### src/hw/rtl/bdpc_pkg.sv
`timescale 1ns / 1ps
// ----------------------------------------------------------------------------
// bdpc_pkg
// Shared constants for the button debounce and press classifier.
// ----------------------------------------------------------------------------
package bdpc_pkg;

	// configuration register indexes
	localparam int unsigned CFG_IDX_W = 2;
	localparam logic [CFG_IDX_W-1:0] REG_IDLE_LEVEL  = 2'd0;
	localparam logic [CFG_IDX_W-1:0] REG_DEBOUNCE_MS = 2'd1;
	localparam logic [CFG_IDX_W-1:0] REG_CLICK_MS    = 2'd2;
	localparam logic [CFG_IDX_W-1:0] REG_RESTART_MS  = 2'd3;
	localparam int unsigned CFG_DATA_W = 32;

	// reset values of the registers
	localparam logic        IDLE_LEVEL_RST  = 1'b1;
	localparam logic [15:0] DEBOUNCE_MS_RST = 16'd20;
	localparam logic [15:0] CLICK_MS_RST    = 16'd400;
	localparam logic [31:0] RESTART_MS_RST  = 32'd15000;

	// event codes
	localparam logic [1:0] EV_NONE    = 2'd0;
	localparam logic [1:0] EV_PRESS   = 2'd1;
	localparam logic [1:0] EV_RELEASE = 2'd2;
	localparam logic [1:0] EV_RESTART = 2'd3;

endpackage

### src/hw/rtl/bdpc_if.sv
`timescale 1ns / 1ps
// ----------------------------------------------------------------------------
// bdpc_in_if / bdpc_out_if
// Valid/ready channels for button samples and classified results.
// ----------------------------------------------------------------------------
interface bdpc_in_if;
	logic        valid;
	logic        ready;
	logic        sample_level;
	logic [31:0] now_ms;

	modport source (output valid, output sample_level, output now_ms, input ready);
	modport sink   (input valid, input sample_level, input now_ms, output ready);
endinterface

interface bdpc_out_if;
	logic       valid;
	logic       ready;
	logic [1:0] event_code;
	logic       short_click;
	logic       pushed;

	modport source (output valid, output event_code, output short_click, output pushed,
		input ready);
	modport sink   (input valid, input event_code, input short_click, input pushed,
		output ready);
endinterface

### src/hw/rtl/button_debounce_press_classifier_core.sv
`timescale 1ns / 1ps
// ----------------------------------------------------------------------------
// button_debounce_press_classifier_core
// Debounces sampled button levels and reports press, release, short-click
// and long-hold restart events.
// ----------------------------------------------------------------------------
// Usage:
//   in_ch carries one word per sample: the raw pin level and a free-running
//   millisecond timestamp. out_ch returns exactly one word per sample: an
//   event code, the short-click flag and the current pushed state.
//   Samples are taken into an input register (_s1); the debounce state is
//   evaluated and updated there and the result lands in the output register.
//   An accepted sample passes through the input register and then the output
//   register to out_ch.valid. Throughput is one sample per cycle while out_ch
//   does not stall; it is set by the state update, two 32-bit subtract-and-compare paths on the timestamp.
//   When the receiver stalls, the output register holds its word and the
//   input register still accepts one more sample; in_ch.ready drops once
//   both are full.
//   Configuration writes (cfg_we, cfg_index, cfg_data) take effect at the
//   next edge and must only be issued while no sample is in flight.
//   Reset clears both stages, restores the register defaults (idle level 1,
//   debounce 20 ms, click 400 ms, restart 15000 ms) and the debounce state.
// ----------------------------------------------------------------------------
module button_debounce_press_classifier_core (
	input  logic                               clk,
	input  logic                               arst_n,
	input  logic                               cfg_we,
	input  logic [bdpc_pkg::CFG_IDX_W-1:0]     cfg_index,
	input  logic [bdpc_pkg::CFG_DATA_W-1:0]    cfg_data,
	bdpc_in_if.sink                            in_ch,
	bdpc_out_if.source                         out_ch
);

	// configuration
	logic        idle_level_q;
	logic [15:0] debounce_ms_q;
	logic [15:0] click_ms_q;
	logic [31:0] restart_ms_q;

	always_ff @(posedge clk or negedge arst_n) begin
		if (!arst_n) begin
			idle_level_q  <= bdpc_pkg::IDLE_LEVEL_RST;
			debounce_ms_q <= bdpc_pkg::DEBOUNCE_MS_RST;
			click_ms_q    <= bdpc_pkg::CLICK_MS_RST;
			restart_ms_q  <= bdpc_pkg::RESTART_MS_RST;
		end else if (cfg_we) begin
			unique case (cfg_index)
				bdpc_pkg::REG_IDLE_LEVEL:  idle_level_q  <= cfg_data[0];
				bdpc_pkg::REG_DEBOUNCE_MS: debounce_ms_q <= cfg_data[15:0];
				bdpc_pkg::REG_CLICK_MS:    click_ms_q    <= cfg_data[15:0];
				bdpc_pkg::REG_RESTART_MS:  restart_ms_q  <= cfg_data[31:0];
				default: ;
			endcase
		end
	end

	// pipeline control
	logic        v_s1;
	logic        level_s1;
	logic [31:0] now_s1;
	logic        out_v_q;
	logic        adv_s1;

	assign adv_s1      = !out_v_q || out_ch.ready;
	assign in_ch.ready = !v_s1 || adv_s1;

	always_ff @(posedge clk or negedge arst_n) begin
		if (!arst_n) begin
			v_s1 <= 1'b0;
		end else if (in_ch.ready) begin
			v_s1 <= in_ch.valid;
		end
	end

	always_ff @(posedge clk) begin
		if (in_ch.ready && in_ch.valid) begin
			level_s1 <= in_ch.sample_level;
			now_s1   <= in_ch.now_ms;
		end
	end

	// debounce state
	logic        stable_q;
	logic        cand_q;
	logic [31:0] cand_start_q;
	logic [31:0] press_start_q;
	logic        restart_fired_q;

	logic        stable_d;
	logic        cand_d;
	logic [31:0] cand_start_d;
	logic [31:0] press_start_d;
	logic        restart_fired_d;
	logic [1:0]  event_d;
	logic        short_d;
	logic [31:0] held;
	logic [31:0] cand_age;

	assign held     = now_s1 - press_start_q;
	assign cand_age = now_s1 - cand_start_q;

	always_comb begin
		stable_d        = stable_q;
		cand_d          = cand_q;
		cand_start_d    = cand_start_q;
		press_start_d   = press_start_q;
		restart_fired_d = restart_fired_q;
		event_d         = bdpc_pkg::EV_NONE;
		short_d         = 1'b0;
		priority if (stable_q == cand_q) begin
			if (level_s1 == cand_q) begin
				if (level_s1 != idle_level_q && held > restart_ms_q && !restart_fired_q) begin
					restart_fired_d = 1'b1;
					event_d         = bdpc_pkg::EV_RESTART;
				end
			end else begin
				cand_start_d = now_s1;
				cand_d       = level_s1;
			end
		end else if (level_s1 == cand_q) begin
			if (cand_age > {16'd0, debounce_ms_q}) begin
				stable_d     = cand_q;
				cand_start_d = '0;
				if (level_s1 == idle_level_q) begin
					restart_fired_d = 1'b0;
					event_d         = bdpc_pkg::EV_RELEASE;
					short_d         = held < {16'd0, click_ms_q};
				end else begin
					press_start_d = now_s1;
					event_d       = bdpc_pkg::EV_PRESS;
				end
			end
		end else begin
			// bounce back cancels the candidate
			cand_d       = stable_q;
			cand_start_d = '0;
		end
	end

	always_ff @(posedge clk or negedge arst_n) begin
		if (!arst_n) begin
			stable_q        <= 1'b1;
			cand_q          <= 1'b1;
			cand_start_q    <= '0;
			press_start_q   <= '0;
			restart_fired_q <= 1'b0;
		end else if (v_s1 && adv_s1) begin
			stable_q        <= stable_d;
			cand_q          <= cand_d;
			cand_start_q    <= cand_start_d;
			press_start_q   <= press_start_d;
			restart_fired_q <= restart_fired_d;
		end
	end

	// output register
	logic [1:0] event_q;
	logic       short_q;
	logic       pushed_q;

	always_ff @(posedge clk or negedge arst_n) begin
		if (!arst_n) begin
			out_v_q <= 1'b0;
		end else if (adv_s1) begin
			out_v_q <= v_s1;
		end
	end

	always_ff @(posedge clk) begin
		if (v_s1 && adv_s1) begin
			event_q  <= event_d;
			short_q  <= short_d;
			pushed_q <= stable_d != idle_level_q;
		end
	end

	assign out_ch.valid       = out_v_q;
	assign out_ch.event_code  = event_q;
	assign out_ch.short_click = short_q;
	assign out_ch.pushed      = pushed_q;

	// checks
	a_short_only_release: assert property (@(posedge clk) disable iff (!arst_n)
		out_v_q && short_q |-> event_q == bdpc_pkg::EV_RELEASE)
		else $error("short click flagged on a non-release word");

	a_press_pushed: assert property (@(posedge clk) disable iff (!arst_n)
		out_v_q && (event_q == bdpc_pkg::EV_PRESS || event_q == bdpc_pkg::EV_RESTART)
		|-> pushed_q)
		else $error("press or restart word without pushed");

	a_release_not_pushed: assert property (@(posedge clk) disable iff (!arst_n)
		out_v_q && event_q == bdpc_pkg::EV_RELEASE |-> !pushed_q)
		else $error("release word still pushed");

	a_full_stall: assert property (@(posedge clk) disable iff (!arst_n)
		v_s1 && out_v_q && !out_ch.ready |-> !in_ch.ready)
		else $error("input accepted while both stages are full and stalled");

	a_restart_once: assert property (@(posedge clk) disable iff (!arst_n)
		restart_fired_q && v_s1 && adv_s1 |-> event_d != bdpc_pkg::EV_RESTART)
		else $error("second restart event within one press");

endmodule

### src/flat_wrapper.sv
// flat-port wrapper written by rule: the top's interface ports become plain ports
module button_debounce_press_classifier_core_flat 
  (clk, arst_n, cfg_we, cfg_index, cfg_data, in_ch_valid, in_ch_sample_level, in_ch_now_ms, in_ch_ready, out_ch_valid, out_ch_event_code, out_ch_short_click, out_ch_pushed, out_ch_ready);
  bdpc_in_if in_ch_i ();
  bdpc_out_if out_ch_i ();
  input  logic clk;
  input  logic arst_n;
  input  logic cfg_we;
  input  logic [bdpc_pkg::CFG_IDX_W-1:0] cfg_index;
  input  logic [bdpc_pkg::CFG_DATA_W-1:0] cfg_data;
  input wire logic [$bits(in_ch_i.valid)-1:0] in_ch_valid;
  input wire logic [$bits(in_ch_i.sample_level)-1:0] in_ch_sample_level;
  input wire logic [$bits(in_ch_i.now_ms)-1:0] in_ch_now_ms;
  output wire logic [$bits(in_ch_i.ready)-1:0] in_ch_ready;
  output wire logic [$bits(out_ch_i.valid)-1:0] out_ch_valid;
  output wire logic [$bits(out_ch_i.event_code)-1:0] out_ch_event_code;
  output wire logic [$bits(out_ch_i.short_click)-1:0] out_ch_short_click;
  output wire logic [$bits(out_ch_i.pushed)-1:0] out_ch_pushed;
  input wire logic [$bits(out_ch_i.ready)-1:0] out_ch_ready;
  assign in_ch_i.valid = in_ch_valid;
  assign in_ch_i.sample_level = in_ch_sample_level;
  assign in_ch_i.now_ms = in_ch_now_ms;
  assign in_ch_ready = in_ch_i.ready;
  assign out_ch_valid = out_ch_i.valid;
  assign out_ch_event_code = out_ch_i.event_code;
  assign out_ch_short_click = out_ch_i.short_click;
  assign out_ch_pushed = out_ch_i.pushed;
  assign out_ch_i.ready = out_ch_ready;
  button_debounce_press_classifier_core u_core (.clk(clk), .arst_n(arst_n), .cfg_we(cfg_we), .cfg_index(cfg_index), .cfg_data(cfg_data), .in_ch(in_ch_i), .out_ch(out_ch_i));
endmodule
### config.mk
export PLATFORM = sky130hd
export DESIGN_NAME = button_debounce_press_classifier_core_flat
export DESIGN_NICKNAME = d
export VERILOG_FILES = /design/src/hw/rtl/bdpc_pkg.sv /design/src/hw/rtl/bdpc_if.sv /design/src/hw/rtl/button_debounce_press_classifier_core.sv /design/src/flat_wrapper.sv
export SDC_FILE = /design/constraint.sdc
export NUM_CORES = 1
export LEC_CHECK = 0
export ABC_AREA = 1
export BUFFER_PORTS_ARGS = -buffer_cell sky130_fd_sc_hd__buf_2
export CELL_PAD_IN_SITES_DETAIL_PLACEMENT = 1
export CELL_PAD_IN_SITES_GLOBAL_PLACEMENT = 2
export CORE_ASPECT_RATIO = 1.2
export CORE_MARGIN = 3
export CORE_UTILIZATION = 36
export CTS_CLUSTER_SIZE = 40
export DETAILED_ROUTE_END_ITERATION = 8
export PLACE_DENSITY_LB_ADDON = 0.1
export SLEW_MARGIN = 20
export SYNTH_ARGS = -nofsm -noshare
export SYNTH_HDL_FRONTEND = slang
export SYNTH_SLANG_ARGS = --single-unit
### constraint.sdc
create_clock -name clk -period 4.2 [get_ports clk]
set_input_delay 0.84 -clock clk [delete_from_list [all_inputs] [get_ports clk]]
set_output_delay 0.84 -clock clk [all_outputs]
set_load 0.01 [all_outputs]
=== Word level (Yosys, flattened, before mapping) ===
Index checks and enable logic that the tools add are counted.
W data, S select, Z words.

* Memory bits (read-only): 0
* Flip-flop bits (word level): 171
* Bits in latches: 0
* Word-level logic and storage cells: 79
* Input bits: 72
* RAM bits: 0
* Memories: 0
* Output and inout bits: 6

* Shifts and indexed selects: 0
* Multipliers: 0
* Add/subtract/negate cells: 2
* Reductions and logical operators: 21
* Bitwise operators: 4
* Magnitude comparators: 3
* Multiplexer cells: 22
* Div/mod/pow operators: 0
* Equal/unequal tests: 11

{| class="wikitable"
|+ Operators by type and width
! cell !! count
|-
| $mux W32 || 4
|-
| $sub A32 B32 Y32 || 2
|-
| $gt A32 B16 Y1 || 1
|-
| $gt A32 B32 Y1 || 1
|-
| $lt A32 B16 Y1 || 1
|-
| $mux W1 || 12
|-
| $mux W2 || 6
|-
| $reduce_and A2 Y1 || 5
|-
| $reduce_and A5 Y1 || 2
|-
| $ne A2 B2 Y1 const B || 3
|-
| $eq A2 B2 Y1 const B || 2
|-
| $logic_and A1 B1 Y1 || 4
|-
| $not A1 Y1 || 4
|-
| $reduce_bool A2 Y1 || 2
|-
| $reduce_or A4 Y1 || 1
|-
| $eq A1 B1 Y1 || 3
|-
| $logic_not A1 Y1 || 3
|-
| $reduce_and A3 Y1 || 1
|-
| $eq A2 B1 Y1 const B || 1
|-
| $logic_not A2 Y1 || 1
|-
| $logic_or A1 B1 Y1 || 2
|-
| $ne A1 B1 Y1 || 2
|}

=== Longest topological paths before layout ===
* Depth in word-level cells: 7
* Depth in mapped cells: 29
* Mapped depth without buffers: 29

=== Worst setup path before layout ===
Ideal clock, no wire load.

* Kind: register to register
* Start point: register u_core.now_s1[0]
* End point: register u_core.event_q[0], in the netlist u_core.out_ch.event_code[0], data pin
* Arrival time: 3208 ps
* Cell stages (with the launch flop): 26
* Slack: 736 ps
* Path buffers: 0
* Data required time: 3943 ps
* Path through: edfxtp_1 > inv_1 > ha_1 > inv_1 > fa_1 > nand2_1 > nand2_1 > o21ai_0 > inv_1 > nand2_1 > nand2_1 > nand3_1 > nand2_1 > a21o_1 > nand2_1 > nand2_1 > nand2_1 > nand2_1 > ha_1 > nand3_1 > nor4_1 > nand3_1 > o211ai_1 > inv_1 > nand3_1 > nand2_1

* Cells in the longest elaborated chain, start to end: 7

{| class="wikitable"
|+ RTL lines
! what !! RTL line !! source
|-
| start, declared || button_debounce_press_classifier_core.sv:60 || <nowiki>logic [31:0] now_s1;</nowiki>
|-
| start signal, assigned || button_debounce_press_classifier_core.sv:78 || <nowiki>now_s1 <= in_ch.now_ms;</nowiki>
|-
| $sub A32 B32 Y32 || button_debounce_press_classifier_core.sv:99 || <nowiki>assign held = now_s1 - press_start_q;</nowiki>
|-
| $gt A32 B32 Y1 || button_debounce_press_classifier_core.sv:112 || <nowiki>if (level_s1 != idle_level_q && held > restart_ms_q && !restart_fired_q) begin</nowiki>
|-
| $logic_and A1 B1 Y1 (2 in a row) || button_debounce_press_classifier_core.sv:112 ||
|-
| $mux W2 || button_debounce_press_classifier_core.sv:112 ||
|-
| $mux W2 || button_debounce_press_classifier_core.sv:111 || <nowiki>if (level_s1 == cand_q) begin</nowiki>
|-
| $mux W2 * || button_debounce_press_classifier_core.sv:110 || <nowiki>priority if (stable_q == cand_q) begin</nowiki>
|-
| via u_core.event_d[0] || button_debounce_press_classifier_core.sv:94 || <nowiki>logic [1:0] event_d;</nowiki>
|-
| end signal, assigned || button_debounce_press_classifier_core.sv:171 || <nowiki>event_q <= event_d;</nowiki>
|-
| end, declared || button_debounce_press_classifier_core.sv:157 || <nowiki>logic [1:0] event_q;</nowiki>
|}

The timed path passes the listed nets; every way through them passes the cells marked *.
A chain may end at the register's enable or synchronous reset.

=== Worst setup path in the final report ===
* Start point: register u_core.now_s1[9]
* End point: register u_core.event_q[1], in the netlist u_core.out_ch.event_code[1], data pin

Same word-level chain as after synthesis.

==> impl_metrics.toml <==
[run_status]
outcome = "finished clean"

[synthesis]
synthMuxAreaShare_pct = 0
seq_area_frac_synth_pct = 35.0
syn-num-nets = 1987
synth.distinct_cells = 43
synth_warnings = 0
synth-compound-area-share_pct = 9.96
syn_area_per_cell_sq_um = 7.17
synth_fa_ha_area_share_pct = 12.5
syn_area_sq_um = 12800
yosys.area_share.simple_pct = 28.4
synth_top_family_by_area = "simple AND/OR/NAND/NOR gates"
syn-instance-count = 1788
yosys.area_share.xor_xnor_pct = 3.01
yosys_register_bits = 171

[timing]
max_clock_freq_mhz = 252
setup_slack_ns = 0.226
finalCriticalPeriod_ns = 3.97
relSlewSlack_pct = 52.7
rsz0062_at_grt = "yes"
worst_pin_slew_ns = 0.709
finalSetupViolations = 0
finalCritPeriodShare_pct = 94.6
hold_ws_ns = 0.391
finalHoldViolations = 0
final.setup_skew_ns = 0.0141
final_max_slew_viol_count = 0

[floorplan]
rows = 75
fp.dieH_um = 213
io_pins = 78
die_w_um = 178
die_area_sq_um = 37900
core-area_sq_um = 35000
start_util_pct = 36.6

[clock_tree]
clk_pin_slew_worst_paths_ns = 0.07
cts_tree = "done"
clk-insertion-delay-late_ns = 0.46
htree_levels = 4
cts_hold_buf = 0
cts_max_path_buffers = 2
cts-root-buf = "clkbuf_16"
clock-sinks = 171
numCtsBuffers = 17

[routing]
vias_per_cell = 4.85
ant_nets = 0
drc = 0
vias = 11500
wl_per_cell_um = 16.9
drtIter0Drc = 345
wl_mm = 40.1
drt-pass1-iter-count = 5

[critical_path]
end_kind = "flop"
arrival_ns = 4.19
r2r_cells = 21
critPathLaunchType = "flop"
crit_type = "reg2reg"
worst-path-max-fanout = 3
worstPathRequired_ns = 4.42

[cells_and_area]
final_common_cell = "nand2_1"
final_util_pct = 41.9
syn2layout_area_growth_pct = 14.4
design_area_sq_um = 14700
fin_nets = 2097
final_cells = 2373
drive_gt1_share_pct = 14.1
antennaDiodeCount = 0
most-common-layout-cells = "nand2_1 (556), inv_1 (321), ha_1 (120)"

[placement]
dp_hpwl_mm = 32.1
place_congestion = 0.869
io_buffers = 77
placedCellCount = 2320
dpl_worst_slack_ns = -0.0779
postPlaceCellArea_sq_um = 13800

[global_routing]
grt-ovfl-total = 0
grt_first_pass_wirelength_mm = 63.3
antenna_found_initial = 0
grt_pass1_vias = 11920
grt.total_usage_pct = 21.8
grt_start_max_net_pins = 71

[pwr]
ir_drop_mv = 0.339
powerDensity_nw_per_um2 = 692
p_leak_nw = 7.83

[min_path]
hp-class = "in2async"

[job]
drv_cap = 0
==> per-layer routing <==
metal	up-vias	track usage (%)	part of all wire (%)
li1	5835	-	-
met1	5513	28.1	46
met2	108	38.1	49
met3	44	2.65	1.9
met4	0	7.07	2.5
met5	-	0	0
==> cells in the mapped netlist, drive strengths merged <==
library cell / instances / area (sq um)
a21o: 3 / 22.5
clkbuf: 16 / 60.1
a21oi: 98 / 490
o21a: 4 / 30.0
nand4: 25 / 163
a21boi: 1 / 7.51
a31oi: 2 / 12.5
nor2: 128 / 539
and2: 6 / 37.5
dfstp: 15 / 394
o211ai: 6 / 45.0
xor2: 34 / 298
nor3: 10 / 60.1
dfrtp: 119 / 2980
o21ai: 112 / 591
nand2b: 1 / 6.26
nand2: 604 / 2400
nand3b: 4 / 30.0
nand3: 68 / 373
o21bai: 5 / 37.5
nor4: 4 / 25.0
edfxtp: 37 / 1110
fa: 2 / 40.0
xnor2: 10 / 87.6
a211oi: 3 / 22.5
ha: 125 / 1560
buf: 12 / 128
a221oi: 2 / 17.5
inv: 332 / 1250
==> power by group <==
| part | switching (mW) | internal (mW) | total (mW) | leakage, nW |
|---|---|---|---|---|
| Clock | 0.745 | 0.760 | 1.50 | 0.250 |
| Sequential | 0.267 | 2.13 | 2.40 | 1.99 |
| Combinational | 4.01 | 2.24 | 6.25 | 5.59 |
==> what timing repair did <==
action / in CTS / in global routing
gates resized for setup: 1 / 23
buffers inserted: 2 / 18
pin swaps: 2 / 1
gates cloned: 1 / 0
setup endpoints to repair: 33 / 66
==> worst max-delay path, cell delays in order (launching register included) <==
cell,delay (ns)
edfxtp_1,0.52
buf_4,0.22
ha_1,0.31
buf_4,0.14
nand2_1,0.07
inv_1,0.11
nand2_1,0.09
nor2_1,0.20
nand4_1,0.17
nand3_1,0.24
nand2_1,0.08
nand2_1,0.10
xor2_1,0.23
inv_1,0.08
ha_1,0.31
inv_1,0.07
nor4_4,0.31
nand3_1,0.10
o211ai_1,0.17
inv_1,0.07
nand3_1,0.10
nand2_1,0.06
==> cell type report <==
class                           instances  area [sq um]
Clock inverter                         13          92.6
Timing Repair Buffer                  118           787
Inverter                              332          1250
Clock buffer                           19           433
Multi-Input combinational cell       1258          7050
Fill cell                            4402         20300
Tap cell                              462           578
Sequential cell                       171          4480
==> worst paths after layout <==
check / startpoint / to / slack, ns
max reg2reg: u_core.now_s1[9] / u_core.out_ch.event_code[1] / 0.23
min: arst_n / u_core.cand_start_q[29] / 0.39
max: u_core.now_s1[9] / u_core.out_ch.event_code[1] / 0.23
min reg2reg: u_core.press_start_q[18] / u_core.press_start_q[18] / 0.49
max in group asynchronous: arst_n / u_core.idle_level_q / 2.91
min in group clk: u_core.press_start_q[18] / u_core.press_start_q[18] / 0.49
==> stage by stage <==
| step | TNS, ns | power, mW |
|---|---|---|
| after floorplan | 0 | 6.74 |
| after global placement | -0.00719 | 8.41 |
| after detailed placement | -0.427 | 8.57 |
| after CTS | 0 | 10.2 |
| after global routing | -0.0615 | 11.3 |
| final | 0 | 10.1 |
==> registers in the layout (all words and copies together) (netlist names) <==
name and cells:
u_core.stable_q 1, u_core.out_ch.event_code 2, u_core.now_s1 32, u_core.click_ms_q 16, u_core.out_ch.valid 1, u_core.out_ch.pushed 1, u_core.restart_ms_q 32, u_core.restart_fired_q 1
u_core.press_start_q 32, u_core.v_s1 1, u_core.cand_start_q 32, u_core.cand_q 1, u_core.out_ch.short_click 1, u_core.debounce_ms_q 16, u_core.idle_level_q 1, u_core.level_s1 1
==> kinds of logic after synthesis <==
family / Yosys count
compound gates: 236
fa+ha+maj: 127
flops: 171
simple gates: 850
buf+inv: 360
xor+xnor: 44
Note: power is estimated with default switching activity, not from simulation.
